--- src/sv/oah_pkg.sv ---
`default_nettype none
// ----------------------------------------------------------------------------
// oah_pkg
// Shared types, constants and the control store of the hash insert sequencer.
// ----------------------------------------------------------------------------
package oah_pkg;

   localparam int TABLE_DEPTH = 256;
   localparam int SLOT_W      = $clog2(TABLE_DEPTH);
   localparam int SIZE_W      = SLOT_W + 1;
   localparam int VALUE_W     = 31;
   localparam int DIV_CNT_W   = $clog2(VALUE_W);
   localparam int STATUS_W    = 2;
   localparam int PC_W        = 4;
   localparam int CSR_ADDR_W  = 1;
   localparam int CSR_DATA_W  = SIZE_W;
   localparam int REQ_DATA_W  = 32;
   localparam int RSP_DATA_W  = 16;

   localparam logic [SIZE_W-1:0]    SIZE_RESET  = SIZE_W'(TABLE_DEPTH);
   localparam logic [DIV_CNT_W-1:0] DIV_LAST    = DIV_CNT_W'(VALUE_W - 1);

   localparam logic [CSR_ADDR_W-1:0] REG_TABLE_SIZE = 1'd0;
   localparam logic [CSR_ADDR_W-1:0] REG_PROBE_MODE = 1'd1;

   localparam logic [STATUS_W-1:0] ST_INSERTED = 2'd0;
   localparam logic [STATUS_W-1:0] ST_FULL     = 2'd1;
   localparam logic [STATUS_W-1:0] ST_NO_SLOT  = 2'd2;

   // jump conditions
   localparam logic [2:0] C_NEVER      = 3'd0;
   localparam logic [2:0] C_ALWAYS     = 3'd1;
   localparam logic [2:0] C_NO_REQ     = 3'd2;
   localparam logic [2:0] C_FULL       = 3'd3;
   localparam logic [2:0] C_DIV_MORE   = 3'd4;
   localparam logic [2:0] C_SLOT_FREE  = 3'd5;
   localparam logic [2:0] C_PROBE_MORE = 3'd6;
   localparam logic [2:0] C_OUT_BUSY   = 3'd7;

   // program addresses
   localparam logic [PC_W-1:0] PC_FETCH   = 4'd0;
   localparam logic [PC_W-1:0] PC_CHECK   = 4'd1;
   localparam logic [PC_W-1:0] PC_DIV     = 4'd2;
   localparam logic [PC_W-1:0] PC_PINIT   = 4'd3;
   localparam logic [PC_W-1:0] PC_PROBE   = 4'd4;
   localparam logic [PC_W-1:0] PC_NOSLOT  = 4'd5;
   localparam logic [PC_W-1:0] PC_FULL    = 4'd6;
   localparam logic [PC_W-1:0] PC_INSERT  = 4'd7;
   localparam logic [PC_W-1:0] PC_RESULT  = 4'd8;

   typedef struct packed {
      logic                accept;
      logic                div_step;
      logic                probe_init;
      logic                probe_adv;
      logic                set_status;
      logic [STATUS_W-1:0] status;
      logic                mark;
      logic                rsp_load;
      logic [2:0]          cond_a;
      logic [PC_W-1:0]     tgt_a;
      logic [2:0]          cond_b;
      logic [PC_W-1:0]     tgt_b;
   } ctrl_type;

   typedef struct packed {
      logic req_valid;
      logic full;
      logic div_more;
      logic slot_free;
      logic probe_more;
      logic out_busy;
   } dp_stat_type;

   function automatic ctrl_type ucode(input logic [PC_W-1:0] pc);
      ctrl_type w;
      w = '0;
      case (pc)
         PC_FETCH: begin
            w.accept = 1'b1;
            w.cond_a = C_NO_REQ;
            w.tgt_a  = PC_FETCH;
         end
         PC_CHECK: begin
            w.cond_a = C_FULL;
            w.tgt_a  = PC_FULL;
         end
         PC_DIV: begin
            w.div_step = 1'b1;
            w.cond_a   = C_DIV_MORE;
            w.tgt_a    = PC_DIV;
         end
         PC_PINIT: begin
            w.probe_init = 1'b1;
         end
         PC_PROBE: begin
            w.probe_adv = 1'b1;
            w.cond_a    = C_SLOT_FREE;
            w.tgt_a     = PC_INSERT;
            w.cond_b    = C_PROBE_MORE;
            w.tgt_b     = PC_PROBE;
         end
         PC_NOSLOT: begin
            w.set_status = 1'b1;
            w.status     = ST_NO_SLOT;
            w.cond_a     = C_ALWAYS;
            w.tgt_a      = PC_RESULT;
         end
         PC_FULL: begin
            w.set_status = 1'b1;
            w.status     = ST_FULL;
            w.cond_a     = C_ALWAYS;
            w.tgt_a      = PC_RESULT;
         end
         PC_INSERT: begin
            w.set_status = 1'b1;
            w.status     = ST_INSERTED;
            w.mark       = 1'b1;
         end
         PC_RESULT: begin
            w.rsp_load = 1'b1;
            w.cond_a   = C_OUT_BUSY;
            w.tgt_a    = PC_RESULT;
            w.cond_b   = C_ALWAYS;
            w.tgt_b    = PC_FETCH;
         end
         default: begin
            w.cond_a = C_ALWAYS;
            w.tgt_a  = PC_FETCH;
         end
      endcase
      return w;
   endfunction

endpackage
`default_nettype wire

--- src/sv/oah_seq.sv ---
`default_nettype none
// ----------------------------------------------------------------------------
// oah_seq
// Step counter and control store; two conditional jumps per control word.
// ----------------------------------------------------------------------------
module oah_seq (
   input  wire                       clock,
   input  wire                       reset,
   input  wire oah_pkg::dp_stat_type stat,
   output oah_pkg::ctrl_type         ctrl
);

   logic [oah_pkg::PC_W-1:0] pc_ff;
   logic [oah_pkg::PC_W-1:0] pc_in;
   logic                     take_a;
   logic                     take_b;

   function automatic logic cond_true(input logic [2:0] c, input oah_pkg::dp_stat_type s);
      logic r;
      case (c)
         oah_pkg::C_NEVER:      r = 1'b0;
         oah_pkg::C_ALWAYS:     r = 1'b1;
         oah_pkg::C_NO_REQ:     r = !s.req_valid;
         oah_pkg::C_FULL:       r = s.full;
         oah_pkg::C_DIV_MORE:   r = s.div_more;
         oah_pkg::C_SLOT_FREE:  r = s.slot_free;
         oah_pkg::C_PROBE_MORE: r = s.probe_more;
         oah_pkg::C_OUT_BUSY:   r = s.out_busy;
         default:               r = 1'b0;
      endcase
      return r;
   endfunction

   assign ctrl   = oah_pkg::ucode(pc_ff);
   assign take_a = cond_true(ctrl.cond_a, stat);
   assign take_b = cond_true(ctrl.cond_b, stat);

   always_comb begin
      if (take_a) begin
         pc_in = ctrl.tgt_a;
      end else if (take_b) begin
         pc_in = ctrl.tgt_b;
      end else begin
         pc_in = pc_ff + 1'b1;
      end
   end

   always_ff @(posedge clock) begin
      if (reset) begin
         pc_ff <= oah_pkg::PC_FETCH;
      end else begin
         pc_ff <= pc_in;
      end
   end

endmodule
`default_nettype wire

--- src/sv/oah_datapath.sv ---
`default_nettype none
// ----------------------------------------------------------------------------
// oah_datapath
// Bit-serial remainder unit, incremental probe address, slot occupancy,
// occupied count and the result register.
// ----------------------------------------------------------------------------
module oah_datapath (
   input  wire                                clock,
   input  wire                                reset,
   input  wire  oah_pkg::ctrl_type            ctrl,
   output oah_pkg::dp_stat_type               stat,
   input  wire                                req_tvalid,
   input  wire  [oah_pkg::VALUE_W-1:0]        req_value,
   input  wire  [oah_pkg::SIZE_W-1:0]         eff_size,
   input  wire                                probe_mode,
   input  wire                                rsp_tready,
   output logic                               rsp_tvalid,
   output logic [oah_pkg::STATUS_W-1:0]       rsp_status,
   output logic [oah_pkg::SLOT_W-1:0]         rsp_slot
);

   localparam int SW = oah_pkg::SLOT_W;
   localparam int ZW = oah_pkg::SIZE_W;

   logic [oah_pkg::TABLE_DEPTH-1:0]  used_ff, used_in;
   logic [ZW-1:0]                    count_ff, count_in;
   logic [oah_pkg::VALUE_W-1:0]      dvd_ff, dvd_in;
   logic [SW-1:0]                    rem_ff, rem_in;
   logic [oah_pkg::DIV_CNT_W-1:0]    dcnt_ff, dcnt_in;
   logic [SW-1:0]                    slot_ff, slot_in;
   logic [SW-1:0]                    delta_ff, delta_in;
   logic [ZW-1:0]                    pcnt_ff, pcnt_in;
   logic [oah_pkg::STATUS_W-1:0]     pstat_ff, pstat_in;
   logic [SW-1:0]                    pslot_ff, pslot_in;
   logic                             rvalid_ff, rvalid_in;
   logic [oah_pkg::STATUS_W-1:0]     rstat_ff, rstat_in;
   logic [SW-1:0]                    rslot_ff, rslot_in;

   logic [ZW-1:0] trial;
   logic [ZW-1:0] slot_sum;
   logic [SW-1:0] slot_next;
   logic [ZW-1:0] d2;
   logic [SW-1:0] delta_next;
   logic          size_one;
   logic          slot_free;
   logic          out_busy;

   assign size_one  = (eff_size == ZW'(1));
   assign slot_free = !used_ff[slot_ff];
   assign out_busy  = rvalid_ff && !rsp_tready;

   assign stat.req_valid  = req_tvalid;
   assign stat.full       = (count_ff >= eff_size);
   assign stat.div_more   = (dcnt_ff != '0);
   assign stat.slot_free  = slot_free;
   assign stat.probe_more = (pcnt_ff != eff_size - ZW'(1));
   assign stat.out_busy   = out_busy;

   // remainder step: shift in next dividend bit, subtract size if it fits
   assign trial = {rem_ff, dvd_ff[oah_pkg::VALUE_W-1]};

   // next probe slot = (slot + delta) mod size
   assign slot_sum  = {1'b0, slot_ff} + {1'b0, delta_ff};
   assign slot_next = (slot_sum >= eff_size) ? SW'(slot_sum - eff_size) : SW'(slot_sum);

   // quadratic step grows by two each probe, kept mod size
   assign d2 = {1'b0, delta_ff} + ZW'(2);
   always_comb begin
      if (size_one) begin
         delta_next = '0;
      end else if (d2 >= eff_size) begin
         delta_next = SW'(d2 - eff_size);
      end else begin
         delta_next = SW'(d2);
      end
   end

   always_comb begin
      used_in   = used_ff;
      count_in  = count_ff;
      dvd_in    = dvd_ff;
      rem_in    = rem_ff;
      dcnt_in   = dcnt_ff;
      slot_in   = slot_ff;
      delta_in  = delta_ff;
      pcnt_in   = pcnt_ff;
      pstat_in  = pstat_ff;
      pslot_in  = pslot_ff;
      rvalid_in = rvalid_ff;
      rstat_in  = rstat_ff;
      rslot_in  = rslot_ff;

      if (ctrl.accept && req_tvalid) begin
         dvd_in  = req_value;
         rem_in  = '0;
         dcnt_in = oah_pkg::DIV_LAST;
      end
      if (ctrl.div_step) begin
         dvd_in  = {dvd_ff[oah_pkg::VALUE_W-2:0], 1'b0};
         rem_in  = (trial >= eff_size) ? SW'(trial - eff_size) : SW'(trial);
         dcnt_in = dcnt_ff - 1'b1;
      end
      if (ctrl.probe_init) begin
         slot_in  = rem_ff;
         delta_in = size_one ? '0 : SW'(1);
         pcnt_in  = '0;
      end
      if (ctrl.probe_adv && !slot_free) begin
         slot_in  = slot_next;
         delta_in = probe_mode ? delta_next : delta_ff;
         pcnt_in  = pcnt_ff + 1'b1;
      end
      if (ctrl.set_status) begin
         pstat_in = ctrl.status;
         pslot_in = ctrl.mark ? slot_ff : '0;
      end
      if (ctrl.mark) begin
         used_in[slot_ff] = 1'b1;
         count_in         = count_ff + 1'b1;
      end
      if (ctrl.rsp_load && !out_busy) begin
         rvalid_in = 1'b1;
         rstat_in  = pstat_ff;
         rslot_in  = pslot_ff;
      end else if (rsp_tready) begin
         rvalid_in = 1'b0;
      end
   end

   always_ff @(posedge clock) begin
      if (reset) begin
         used_ff   <= '0;
         count_ff  <= '0;
         rvalid_ff <= 1'b0;
      end else begin
         used_ff   <= used_in;
         count_ff  <= count_in;
         rvalid_ff <= rvalid_in;
      end
   end

   always_ff @(posedge clock) begin
      dvd_ff   <= dvd_in;
      rem_ff   <= rem_in;
      dcnt_ff  <= dcnt_in;
      slot_ff  <= slot_in;
      delta_ff <= delta_in;
      pcnt_ff  <= pcnt_in;
      pstat_ff <= pstat_in;
      pslot_ff <= pslot_in;
      rstat_ff <= rstat_in;
      rslot_ff <= rslot_in;
   end

   assign rsp_tvalid = rvalid_ff;
   assign rsp_status = rstat_ff;
   assign rsp_slot   = rslot_ff;

endmodule
`default_nettype wire

--- src/sv/open_addressing_hash_insert.sv ---
`default_nettype none
// If full the status is FULL; otherwise 1 .. table_size slots are probed,
// home slot first, one probe per cycle, until one is free or all are tried.
// The home slot is the value mod the size, from a one-bit-per-cycle remainder unit.
// Items are handled one at a time; a finished result waits in its
// output register while the next item is taken. Synchronous reset empties all
// slots, clears the count, sets table_size to 256 and linear probing.
// ----------------------------------------------------------------------------
// open_addressing_hash_insert
// Open-addressing hash insert with linear or quadratic probing, run by a
// microcoded sequencer over a plain datapath.
// ----------------------------------------------------------------------------
module open_addressing_hash_insert (
   input  wire                                 clock,
   input  wire                                 reset,
   input  wire                                 req_tvalid,
   output logic                                req_tready,
   input  wire  [oah_pkg::REQ_DATA_W-1:0]      req_tdata,   // [30:0] insert_value
   output logic                                rsp_tvalid,
   input  wire                                 rsp_tready,
   output logic [oah_pkg::RSP_DATA_W-1:0]      rsp_tdata,   // [1:0] status, [9:2] slot_index
   input  wire                                 csr_we,
   input  wire  [oah_pkg::CSR_ADDR_W-1:0]      csr_addr,
   input  wire  [oah_pkg::CSR_DATA_W-1:0]      csr_wdata
);

   logic [oah_pkg::SIZE_W-1:0]   table_size_ff;
   logic [oah_pkg::SIZE_W-1:0]   table_size_in;
   logic                         probe_mode_ff;
   logic                         probe_mode_in;
   logic [oah_pkg::SIZE_W-1:0]   eff_size;
   oah_pkg::ctrl_type            ctrl;
   oah_pkg::dp_stat_type         stat;
   logic [oah_pkg::STATUS_W-1:0] rsp_status;
   logic [oah_pkg::SLOT_W-1:0]   rsp_slot;

   always_comb begin
      table_size_in = table_size_ff;
      probe_mode_in = probe_mode_ff;
      if (csr_we) begin
         case (csr_addr)
            oah_pkg::REG_TABLE_SIZE: table_size_in = csr_wdata;
            oah_pkg::REG_PROBE_MODE: probe_mode_in = csr_wdata[0];
            default: ;
         endcase
      end
   end

   always_ff @(posedge clock) begin
      if (reset) begin
         table_size_ff <= oah_pkg::SIZE_RESET;
         probe_mode_ff <= 1'b0;
      end else begin
         table_size_ff <= table_size_in;
         probe_mode_ff <= probe_mode_in;
      end
   end

   // size zero acts as one, sizes past the table depth clamp to it
   always_comb begin
      if (table_size_ff == '0) begin
         eff_size = oah_pkg::SIZE_W'(1);
      end else if (table_size_ff > oah_pkg::SIZE_RESET) begin
         eff_size = oah_pkg::SIZE_RESET;
      end else begin
         eff_size = table_size_ff;
      end
   end

   oah_seq u_seq (
      .clock (clock),
      .reset (reset),
      .stat  (stat),
      .ctrl  (ctrl)
   );

   oah_datapath u_datapath (
      .clock      (clock),
      .reset      (reset),
      .ctrl       (ctrl),
      .stat       (stat),
      .req_tvalid (req_tvalid),
      .req_value  (req_tdata[oah_pkg::VALUE_W-1:0]),
      .eff_size   (eff_size),
      .probe_mode (probe_mode_ff),
      .rsp_tready (rsp_tready),
      .rsp_tvalid (rsp_tvalid),
      .rsp_status (rsp_status),
      .rsp_slot   (rsp_slot)
   );

   assign req_tready = ctrl.accept && !reset;
   assign rsp_tdata  = {{(oah_pkg::RSP_DATA_W - oah_pkg::SLOT_W - oah_pkg::STATUS_W){1'b0}},
                        rsp_slot, rsp_status};

endmodule
`default_nettype wire
--- config.mk ---
export PLATFORM = sky130hd
export DESIGN_NAME = open_addressing_hash_insert
export DESIGN_NICKNAME = d
export VERILOG_FILES = /design/src/sv/oah_pkg.sv /design/src/sv/oah_seq.sv /design/src/sv/oah_datapath.sv /design/src/sv/open_addressing_hash_insert.sv
export SDC_FILE = /design/constraint.sdc
export NUM_CORES = 1
export LEC_CHECK = 0
export BUFFER_PORTS_ARGS = -buffer_cell sky130_fd_sc_hd__clkbuf_2
export CORE_UTILIZATION = 55
export CTS_CLUSTER_SIZE = 8
export DETAILED_ROUTE_END_ITERATION = 16
export PLACE_DENSITY = 0.72
export SYNTH_ARGS = -nofsm -noshare
export SYNTH_HDL_FRONTEND = slang
export SYNTH_SLANG_ARGS = --single-unit
--- constraint.sdc ---
create_clock -name clock -period 5.2 [get_ports clock]
set_input_delay 0.78 -clock clock [delete_from_list [all_inputs] [get_ports clock]]
set_output_delay 0.78 -clock clock [all_outputs]
set_load 0.05 [all_outputs]
# ---- Yosys cells after proc, flatten, opt, wreduce, memory -nomap -nowiden
# Cells that the tools add are included.
dict set report word_totals {
  word_cells 124
  regBits 369
  output_inout_bits 18
}
dict set report op_classes {
  add_sub_neg 10
  n_mux 39
  n_lt_le_gt_ge 7
  n_reduce_logical 24
  bitwise 2
  n_eq_ne 25
}
# cell n
set ops {}
lappend ops {{$or 256x256->256} 1}
lappend ops {{$mux 8} 11}
lappend ops {{$mux 31} 2}
lappend ops {{$pmux 7 s7} 1}
lappend ops {{$ge 9x9->1} 4}
lappend ops {{$mux 9} 4}
lappend ops {{$eq 3x3->1 const B} 8}
lappend ops {{$sub 8x8->8} 3}
lappend ops {{$add 9x1->9 const B} 2}
lappend ops {{$eq 4x3->1 const B} 4}
lappend ops {{$pmux 1 s8} 2}
lappend ops {{$pmux 7 s2} 1}
lappend ops {{$eq 3x2->1 const B} 4}
lappend ops {{$mux 1} 11}
lappend ops {{$mux 5} 2}
lappend ops {{$add 8x2->9 const B} 1}
lappend ops {{$add 8x8->9} 1}
lappend ops {{$eq 9x1->1 const B} 1}
lappend ops {{$gt 9x9->1 const B} 1}
lappend ops {{$logic_not 9->1} 1}
lappend ops {{$lt 8x9->1 const B} 1}
lappend ops {{$ne 9x9->1} 1}
lappend ops {{$pmux 3 s3} 1}
lappend ops {{$sub 9x1->9 const B} 1}
lappend ops {{other kinds (20)} 38}

# ---- Depth between registers and ports, before layout
dict set report logic_depth {
  word_depth 8
  ltp_mapped 17
  ltp_nobuf 16
}

# ---- Hierarchy
# Synthesis repeated with hierarchy kept, for this count alone.
dict set report unflattened {
  cells_unflattened 1788
  hier_area_um2 17154.0
}
# mod area_per_inst_um2 instances cells_per_inst seq_area_each_um2
set by_module_without_submodules {}
lappend by_module_without_submodules {oah_datapath 16036.6 1 1634 7987.7}
lappend by_module_without_submodules {oah_seq 633.1 1 88 80.1}
lappend by_module_without_submodules {open_addressing_hash_insert 484.2 1 66 200.2}

# ---- Least setup slack after synthesis
# OpenSTA, ideal clock, no wires.
dict set report synth_timing {
  path_type {input port to flip-flop}
  startpoint {input req_tvalid}
  endpoint {register u_datapath.dcnt_ff[0] (netlist name), enable pin}
  path_buffers 0
  setup_slack_ns 0.891
  cell_stages 2
  arrival_ns 3.811
  path_cell_list {a21oi_1 nor3_1}
}
dict set report synth_via {
  elab_chain_len 2
}
# element line_no
set synth_lines {}
lappend synth_lines {{from (decl)} open_addressing_hash_insert.sv:16} ;# input wire req_tvalid,
lappend synth_lines {{$logic_and 1x1->1} oah_datapath.sv:93} ;# if (ctrl.accept && req_tvalid) begin
lappend synth_lines {{$reduce_bool 2->1 (no source line)} --}
lappend synth_lines {{to (signal assigned)} oah_datapath.sv:145} ;# dcnt_ff <= dcnt_in;
lappend synth_lines {{to (decl)} oah_datapath.sv:29} ;# logic [oah_pkg::DIV_CNT_W-1:0] dcnt_ff, dcnt_in;
# No other way between the ends.
# A chain may end at the register's enable or synchronous reset.

# ---- Final worst setup path
dict set report layout_timing {
  startpoint {register u_datapath.slot_ff[1]}
  endpoint {register u_datapath.slot_ff[0], data pin}
}
dict set report layout_via {
  elab_chain_len 4
  word_cells_on_any_way 7
}
# element line_no
set layout_lines {}
lappend layout_lines {{from (decl)} oah_datapath.sv:30} ;# logic [SW-1:0] slot_ff, slot_in;
lappend layout_lines {{from (signal assigned)} oah_datapath.sv:146} ;# slot_ff <= slot_in;
lappend layout_lines {{$add 8x8->9 or $bmux 1 s8 (tied branches)} {oah_datapath.sv:63, oah_datapath.sv:49}}
lappend layout_lines {{$ge 9x9->1 or $mux 1 (tied branches)} {oah_datapath.sv:64, oah_datapath.sv:49}}
lappend layout_lines {{$mux 8 or $logic_and 1x1->1 (tied branches)} {oah_datapath.sv:64, oah_datapath.sv:108}}
lappend layout_lines {{$mux 8 *} oah_datapath.sv:108} ;# if (ctrl.probe_adv && !slot_free) begin
lappend layout_lines {{named net u_datapath.slot_in[0]} oah_datapath.sv:30}
# Mark *: on every way through the listed nets, which the timed path passes. The rest lies on a longest branch. The select of a mux whose other input is x is not followed.

==> metrics.md <==
| Metric | Value |
|---|---|
| Sum of routed wire length over all layers | `41.5 mm` |
| Floorplan Core Area | `~30000 µm²` |
| Number of nets at the end of the flow | `1855` |
| Port Buffer Count | `57` |
| Height of the chip | `178 µm` |
| Fraction of the mapped netlist area in compound gates | `14.5%` |
| Launch instance of the worst register-to-register path | `u_datapath.slot_ff[1]$_DFFE_PP_` |
| Antenna violations before repair | `0` |
| Post-cts resize count | `0` |
| Syn. warnings | `0` |
| Count of buffer and inverter cells on the critical path | `0` |
| Number of buffers inserted by post-CTS setup repair | `0` |
| Slowest cell on crit path | `sky130_fd_sc_hd__edfxtp_1` |
| Number of non-filler instances in the completed layout | `between 2000 and 2500` |
| Count of pins on the block boundary | `between 60 and 70` |
| Reg2Reg Capture Point | `u_datapath.slot_ff[0]$_DFFE_PP_` |
| Share of the core filled with cells in the final layout | `62.5%` |
| Count of distinct cell types in the synthesized netlist | `78` |
| Cell Int Power | `5.81 mW` |
| Number of violations of the max-capacitance limit | `0` |
| Clock H-tree levels | `2` |
| Vias after detailed routing | `approximately 13000` |
| Cell depth of the worst flop-to-flop path | `13` |
| Clock latency at the later pin of the worst-skew pair | `0.58 ns` |
| Number of global-route vias before repair | `12500` |
| DIE AREA | `31800 µm²` |
| Wire length of the first global-routing pass | `66.3 mm` |
| Worst setup endpoint | `u_datapath.slot_ff[0]$_DFFE_PP_` |
| Simple-gate area share of the yosys netlist | `14.6%` |
| Starting Density | `55.8%` |
| Diodes inserted | `0` |
| Unrepaired setup endpoints after global routing | `false` |
| Clock tree from TritonCTS | `yes` |
| Number of optimization iterations in the first detailed-route pass | `6` |
| FF/Latch Area | `8270 µm²` |
| Crit Path Category | `register to register` |
| Clock Sinks | `between 300 and 400` |
| Number of enable flip-flop cells after synthesis | `between 80 and 90` |
| Longest individual stage delay on the worst path | `0.99 ns` |
| Number of buffers inserted for hold repair after clock tree synthesis | `0` |
| Power spent charging and discharging nets | `2.46 mW` |
| Final period utilization | `between 80% and 90%` |
| Largest family of logic cells by synthesized area | `simple AND/OR/NAND/NOR gates` |
| Floorplan die width | `178 µm` |
| GRT Util Overall | `26.6%` |
| Clock-pin slew on the worst setup and hold paths | `0.05 ns` |
| Combinational power share | `approximately a fifth` |
| Main flop type after synthesis | `sky130_fd_sc_hd__dfxtp_1` |
| Grt total ovfl | `0` |
| Worst clock skew on the final layout | `0.0329 ns` |
| Pins over their slew limit | `0` |
| Xor and xnor fraction of the mapped netlist area | `2.67%` |
| Clock tree buffer depth | `3` |
| Area growth from synthesis to final layout | `11.9%` |
| Crit path capture type | `register` |
| Slew margin rel. | `16.1%` |
| Post-Syn Instances | `1724` |
| RD Place Congestion | `0.899` |
| Area of combinational cells with multiple inputs | `8180 µm²` |
| Crit. path cell count | `13` |
| Critical Path AT | `4.59 ns` |
| Minimum period implied by the final worst setup slack | `4.29 ns` |
| Top Family by Delay on Critical Path | `compound AO/OA/AOI/OAI gates` |
| Hold Fails Final Rpt | `0` |
| Synthesized-area fraction occupied by adder cells | `4.43%` |
| Status | `complete, no violations` |
| Peak Freq | `0.233 GHz` |
| Critical path, cell by cell | `ha_1, a21o_1, a21oi_1, o21bai_1, a21oi_1, o21ai_0, xor2_1, ha_1, nand2_1, o31ai_1, a31o_2, mux2i_1, mux2_2` |
| Clock group share of total power | `37.2%` |
| Synthesized area | `17100 µm²` |
| Kind of launch point of the worst setup path | `register` |
| Standard-cell row count | `64` |
| Critical path fanouts, max | `17` |
| Cell at the root of the clock tree | `sky130_fd_sc_hd__clkbuf_16` |
| Seq pwr share | `41.4%` |
| Detailed Place HPWL | `about 26 mm` |
| Synth Register Bits | `369` |
| Number of buffers added by the clock tree synthesis step | `52` |
| Fraction of power spent switching nets | `between 20 and 30%` |
| Number of placed cells counting well taps | `around 2100` |
| Share of synthesized registers carrying an async set or reset | `0%` |
| Data required, critical path | `5.50 ns` |
| Violation count after the first detailed-route iteration | `1125` |
| Average instance area after synthesis | `a little under 10 µm²` |
| Mux share of post-synthesis cell area | `11.0%` |
| Worst setup path start | `u_datapath.slot_ff[1]$_DFFE_PP_` |
| Average routed wire per standard cell | `about 19 µm` |
| R2r setup slk | `0.91 ns` |
| Part of the Yosys area used for sequential elements | `48.4%` |
| Final setup TNS | `0 ns` |
| Maximum number of pins on one net before global-route repair | `260` |
| Leakage power total | `between 7 and 8 nW` |
| Final-layout fill cell count | `2510` |
| Avg Vias per Cell | `6.05` |
| Final ANT Viol Nets | `0` |
| Final setup vio count | `0` |
| Worst min-delay path class | `register to register` |
| Largest vdd supply drop | `between 0.0002 and 0.0003 V` |
| Share of post-route cells with drive strength above 1 | `12.9%` |
| DRC violation count after routing | `0` |
| Least-Margin Pin Slew | `1.25 ns` |
| P per Cell Area | `433 nW/µm²` |
per-layer routing:
| layer | share of wire, % | wire length (µm) | GRT usage (%) |
|---|---|---|---|
| met1 | 44 | 18100 | 35.9 |
| met2 | 47 | 19400 | 43.5 |
| met3 | 7.0 | 2910 | 4.54 |
| met4 | 2.7 | 1110 | 8.26 |
| met5 | 0 | 0 | 0 |
layout by cell type, fill, tap and decap left out, types with 19 or more instances in the layout:
cell                        count
sky130_fd_sc_hd__inv_1         28
sky130_fd_sc_hd__mux4_2        41
sky130_fd_sc_hd__mux2i_1       45
sky130_fd_sc_hd__clkbuf_2      56
sky130_fd_sc_hd__clkbuf_16     53
sky130_fd_sc_hd__nor2_1       333
sky130_fd_sc_hd__xnor2_1       23
sky130_fd_sc_hd__a22o_1        30
sky130_fd_sc_hd__a21oi_1      291
sky130_fd_sc_hd__ha_1          54
sky130_fd_sc_hd__nand3_1       24
sky130_fd_sc_hd__o21ai_0       25
sky130_fd_sc_hd__buf_4         27
sky130_fd_sc_hd__xor2_1        29
sky130_fd_sc_hd__nand2_1       74
sky130_fd_sc_hd__edfxtp_1      88
sky130_fd_sc_hd__a22oi_1       19
sky130_fd_sc_hd__dfxtp_1      281
registers in the layout, summed over array words and instances, names as in the netlist:
name / count
u_datapath.count_ff: 9
u_datapath.pstat_ff: 2
u_datapath.used_ff: 256
table_size_ff: 9
probe_mode_ff: 1
u_datapath.pslot_ff: 8
u_seq.pc_ff: 4
u_datapath.rsp_slot: 8
u_datapath.rsp_status: 2
u_datapath.slot_ff: 8
u_datapath.rem_ff: 8
u_datapath.rsp_tvalid: 1
u_datapath.delta_ff: 8
u_datapath.pcnt_ff: 9
u_datapath.dvd_ff: 31
u_datapath.dcnt_ff: 5
worst min path at each step:
stage,from,endpoint,depth (start not counted)
final,u_datapath.pslot_ff[2]$_SDFFCE_PN0N_,u_datapath.rsp_slot[2]$_DFFE_PP_,0
after global routing,u_datapath.pslot_ff[6]$_SDFFCE_PN0N_,u_datapath.rsp_slot[6]$_DFFE_PP_,0
after CTS,u_datapath.pslot_ff[2]$_SDFFCE_PN0N_,u_datapath.rsp_slot[2]$_DFFE_PP_,0
after detailed placement,u_datapath.pslot_ff[2]$_SDFFCE_PN0N_,u_datapath.rsp_slot[2]$_DFFE_PP_,0
after global placement,u_datapath.pslot_ff[0]$_SDFFCE_PN0N_,u_datapath.rsp_slot[0]$_DFFE_PP_,0
after floorplan,u_datapath.pslot_ff[0]$_SDFFCE_PN0N_,u_datapath.rsp_slot[0]$_DFFE_PP_,0
power groups by stage:
| stage | Clock [mW] | Sequential, mW | Combinational [mW] |
|---|---|---|---|
| after floorplan | 0 | 3.41 | 1.41 |
| after CTS | 3.12 | 3.42 | 1.76 |
| after detailed placement | 0 | 3.47 | 1.74 |
| after global placement | 0 | 3.46 | 1.70 |
| final | 3.08 | 3.42 | 1.77 |
| after global routing | 3.25 | 3.45 | 1.94 |
layout make-up:
type / count / area share (%)
sequential: 369 / 43.3
multi-input combinational: 1211 / 42.8
clock buffer: 70 / 7.33
timing repair buffer: 88 / 3.02
tap: 396 / 2.59
inverter: 28 / 0.550
clock inverter: 3 / 0.419
cell families after synthesis:
kind of cell | after synthesis
and+or+nand+nor | 562
DFF | 369
xor gates and xnor gates | 52
muxes | 109
adders and majority gates | 58
buffers and inverters | 149
AOI/OAI and AO/OA | 424
other | 1
Yosys cell counts (23+ instances only):
master / count / area share (%)
sky130_fd_sc_hd__a21oi_1: 291 / 8.5
sky130_fd_sc_hd__nor3_1: 30 / 0.88
sky130_fd_sc_hd__nand3_1: 24 / 0.70
sky130_fd_sc_hd__dfxtp_1: 281 / 33
sky130_fd_sc_hd__o21ai_0: 25 / 0.73
sky130_fd_sc_hd__ha_1: 54 / 4.0
sky130_fd_sc_hd__nor2_1: 335 / 7.4
sky130_fd_sc_hd__edfxtp_1: 88 / 15
sky130_fd_sc_hd__a22o_1: 30 / 1.5
sky130_fd_sc_hd__mux4_2: 41 / 5.4
sky130_fd_sc_hd__mux2i_1: 45 / 2.6
sky130_fd_sc_hd__xnor2_1: 23 / 1.2
sky130_fd_sc_hd__clkbuf_1: 78 / 1.7
sky130_fd_sc_hd__xor2_1: 29 / 1.5
sky130_fd_sc_hd__inv_1: 28 / 0.62
sky130_fd_sc_hd__nand2_1: 74 / 1.6
worst reg2reg max path: cells and delay by family, from the launching register on:
family | cells | cell delay [ns]
flops | 1 | 0.99
mux | 2 | 0.39
fa+ha+maj | 2 | 0.75
compound gates | 7 | 1.66
simple gates | 1 | 0.07
xor+xnor | 1 | 0.18
stage by stage:
step	setup slack [ns]	cell area [µm²]	total power [mW]	hold slack, ns
3_3_place_gp	1.05	17600	5.16	0.403
4_1_cts	0.987	19100	8.30	0.417
6_report	0.909	19100	8.27	0.413
5_1_grt	0.592	19100	8.64	0.434
2_1_floorplan	0.891	17100	4.82	0.400
3_5_place_dp	1.05	17600	5.21	0.405
No activity file was read; power rests on OpenSTA's default activity.
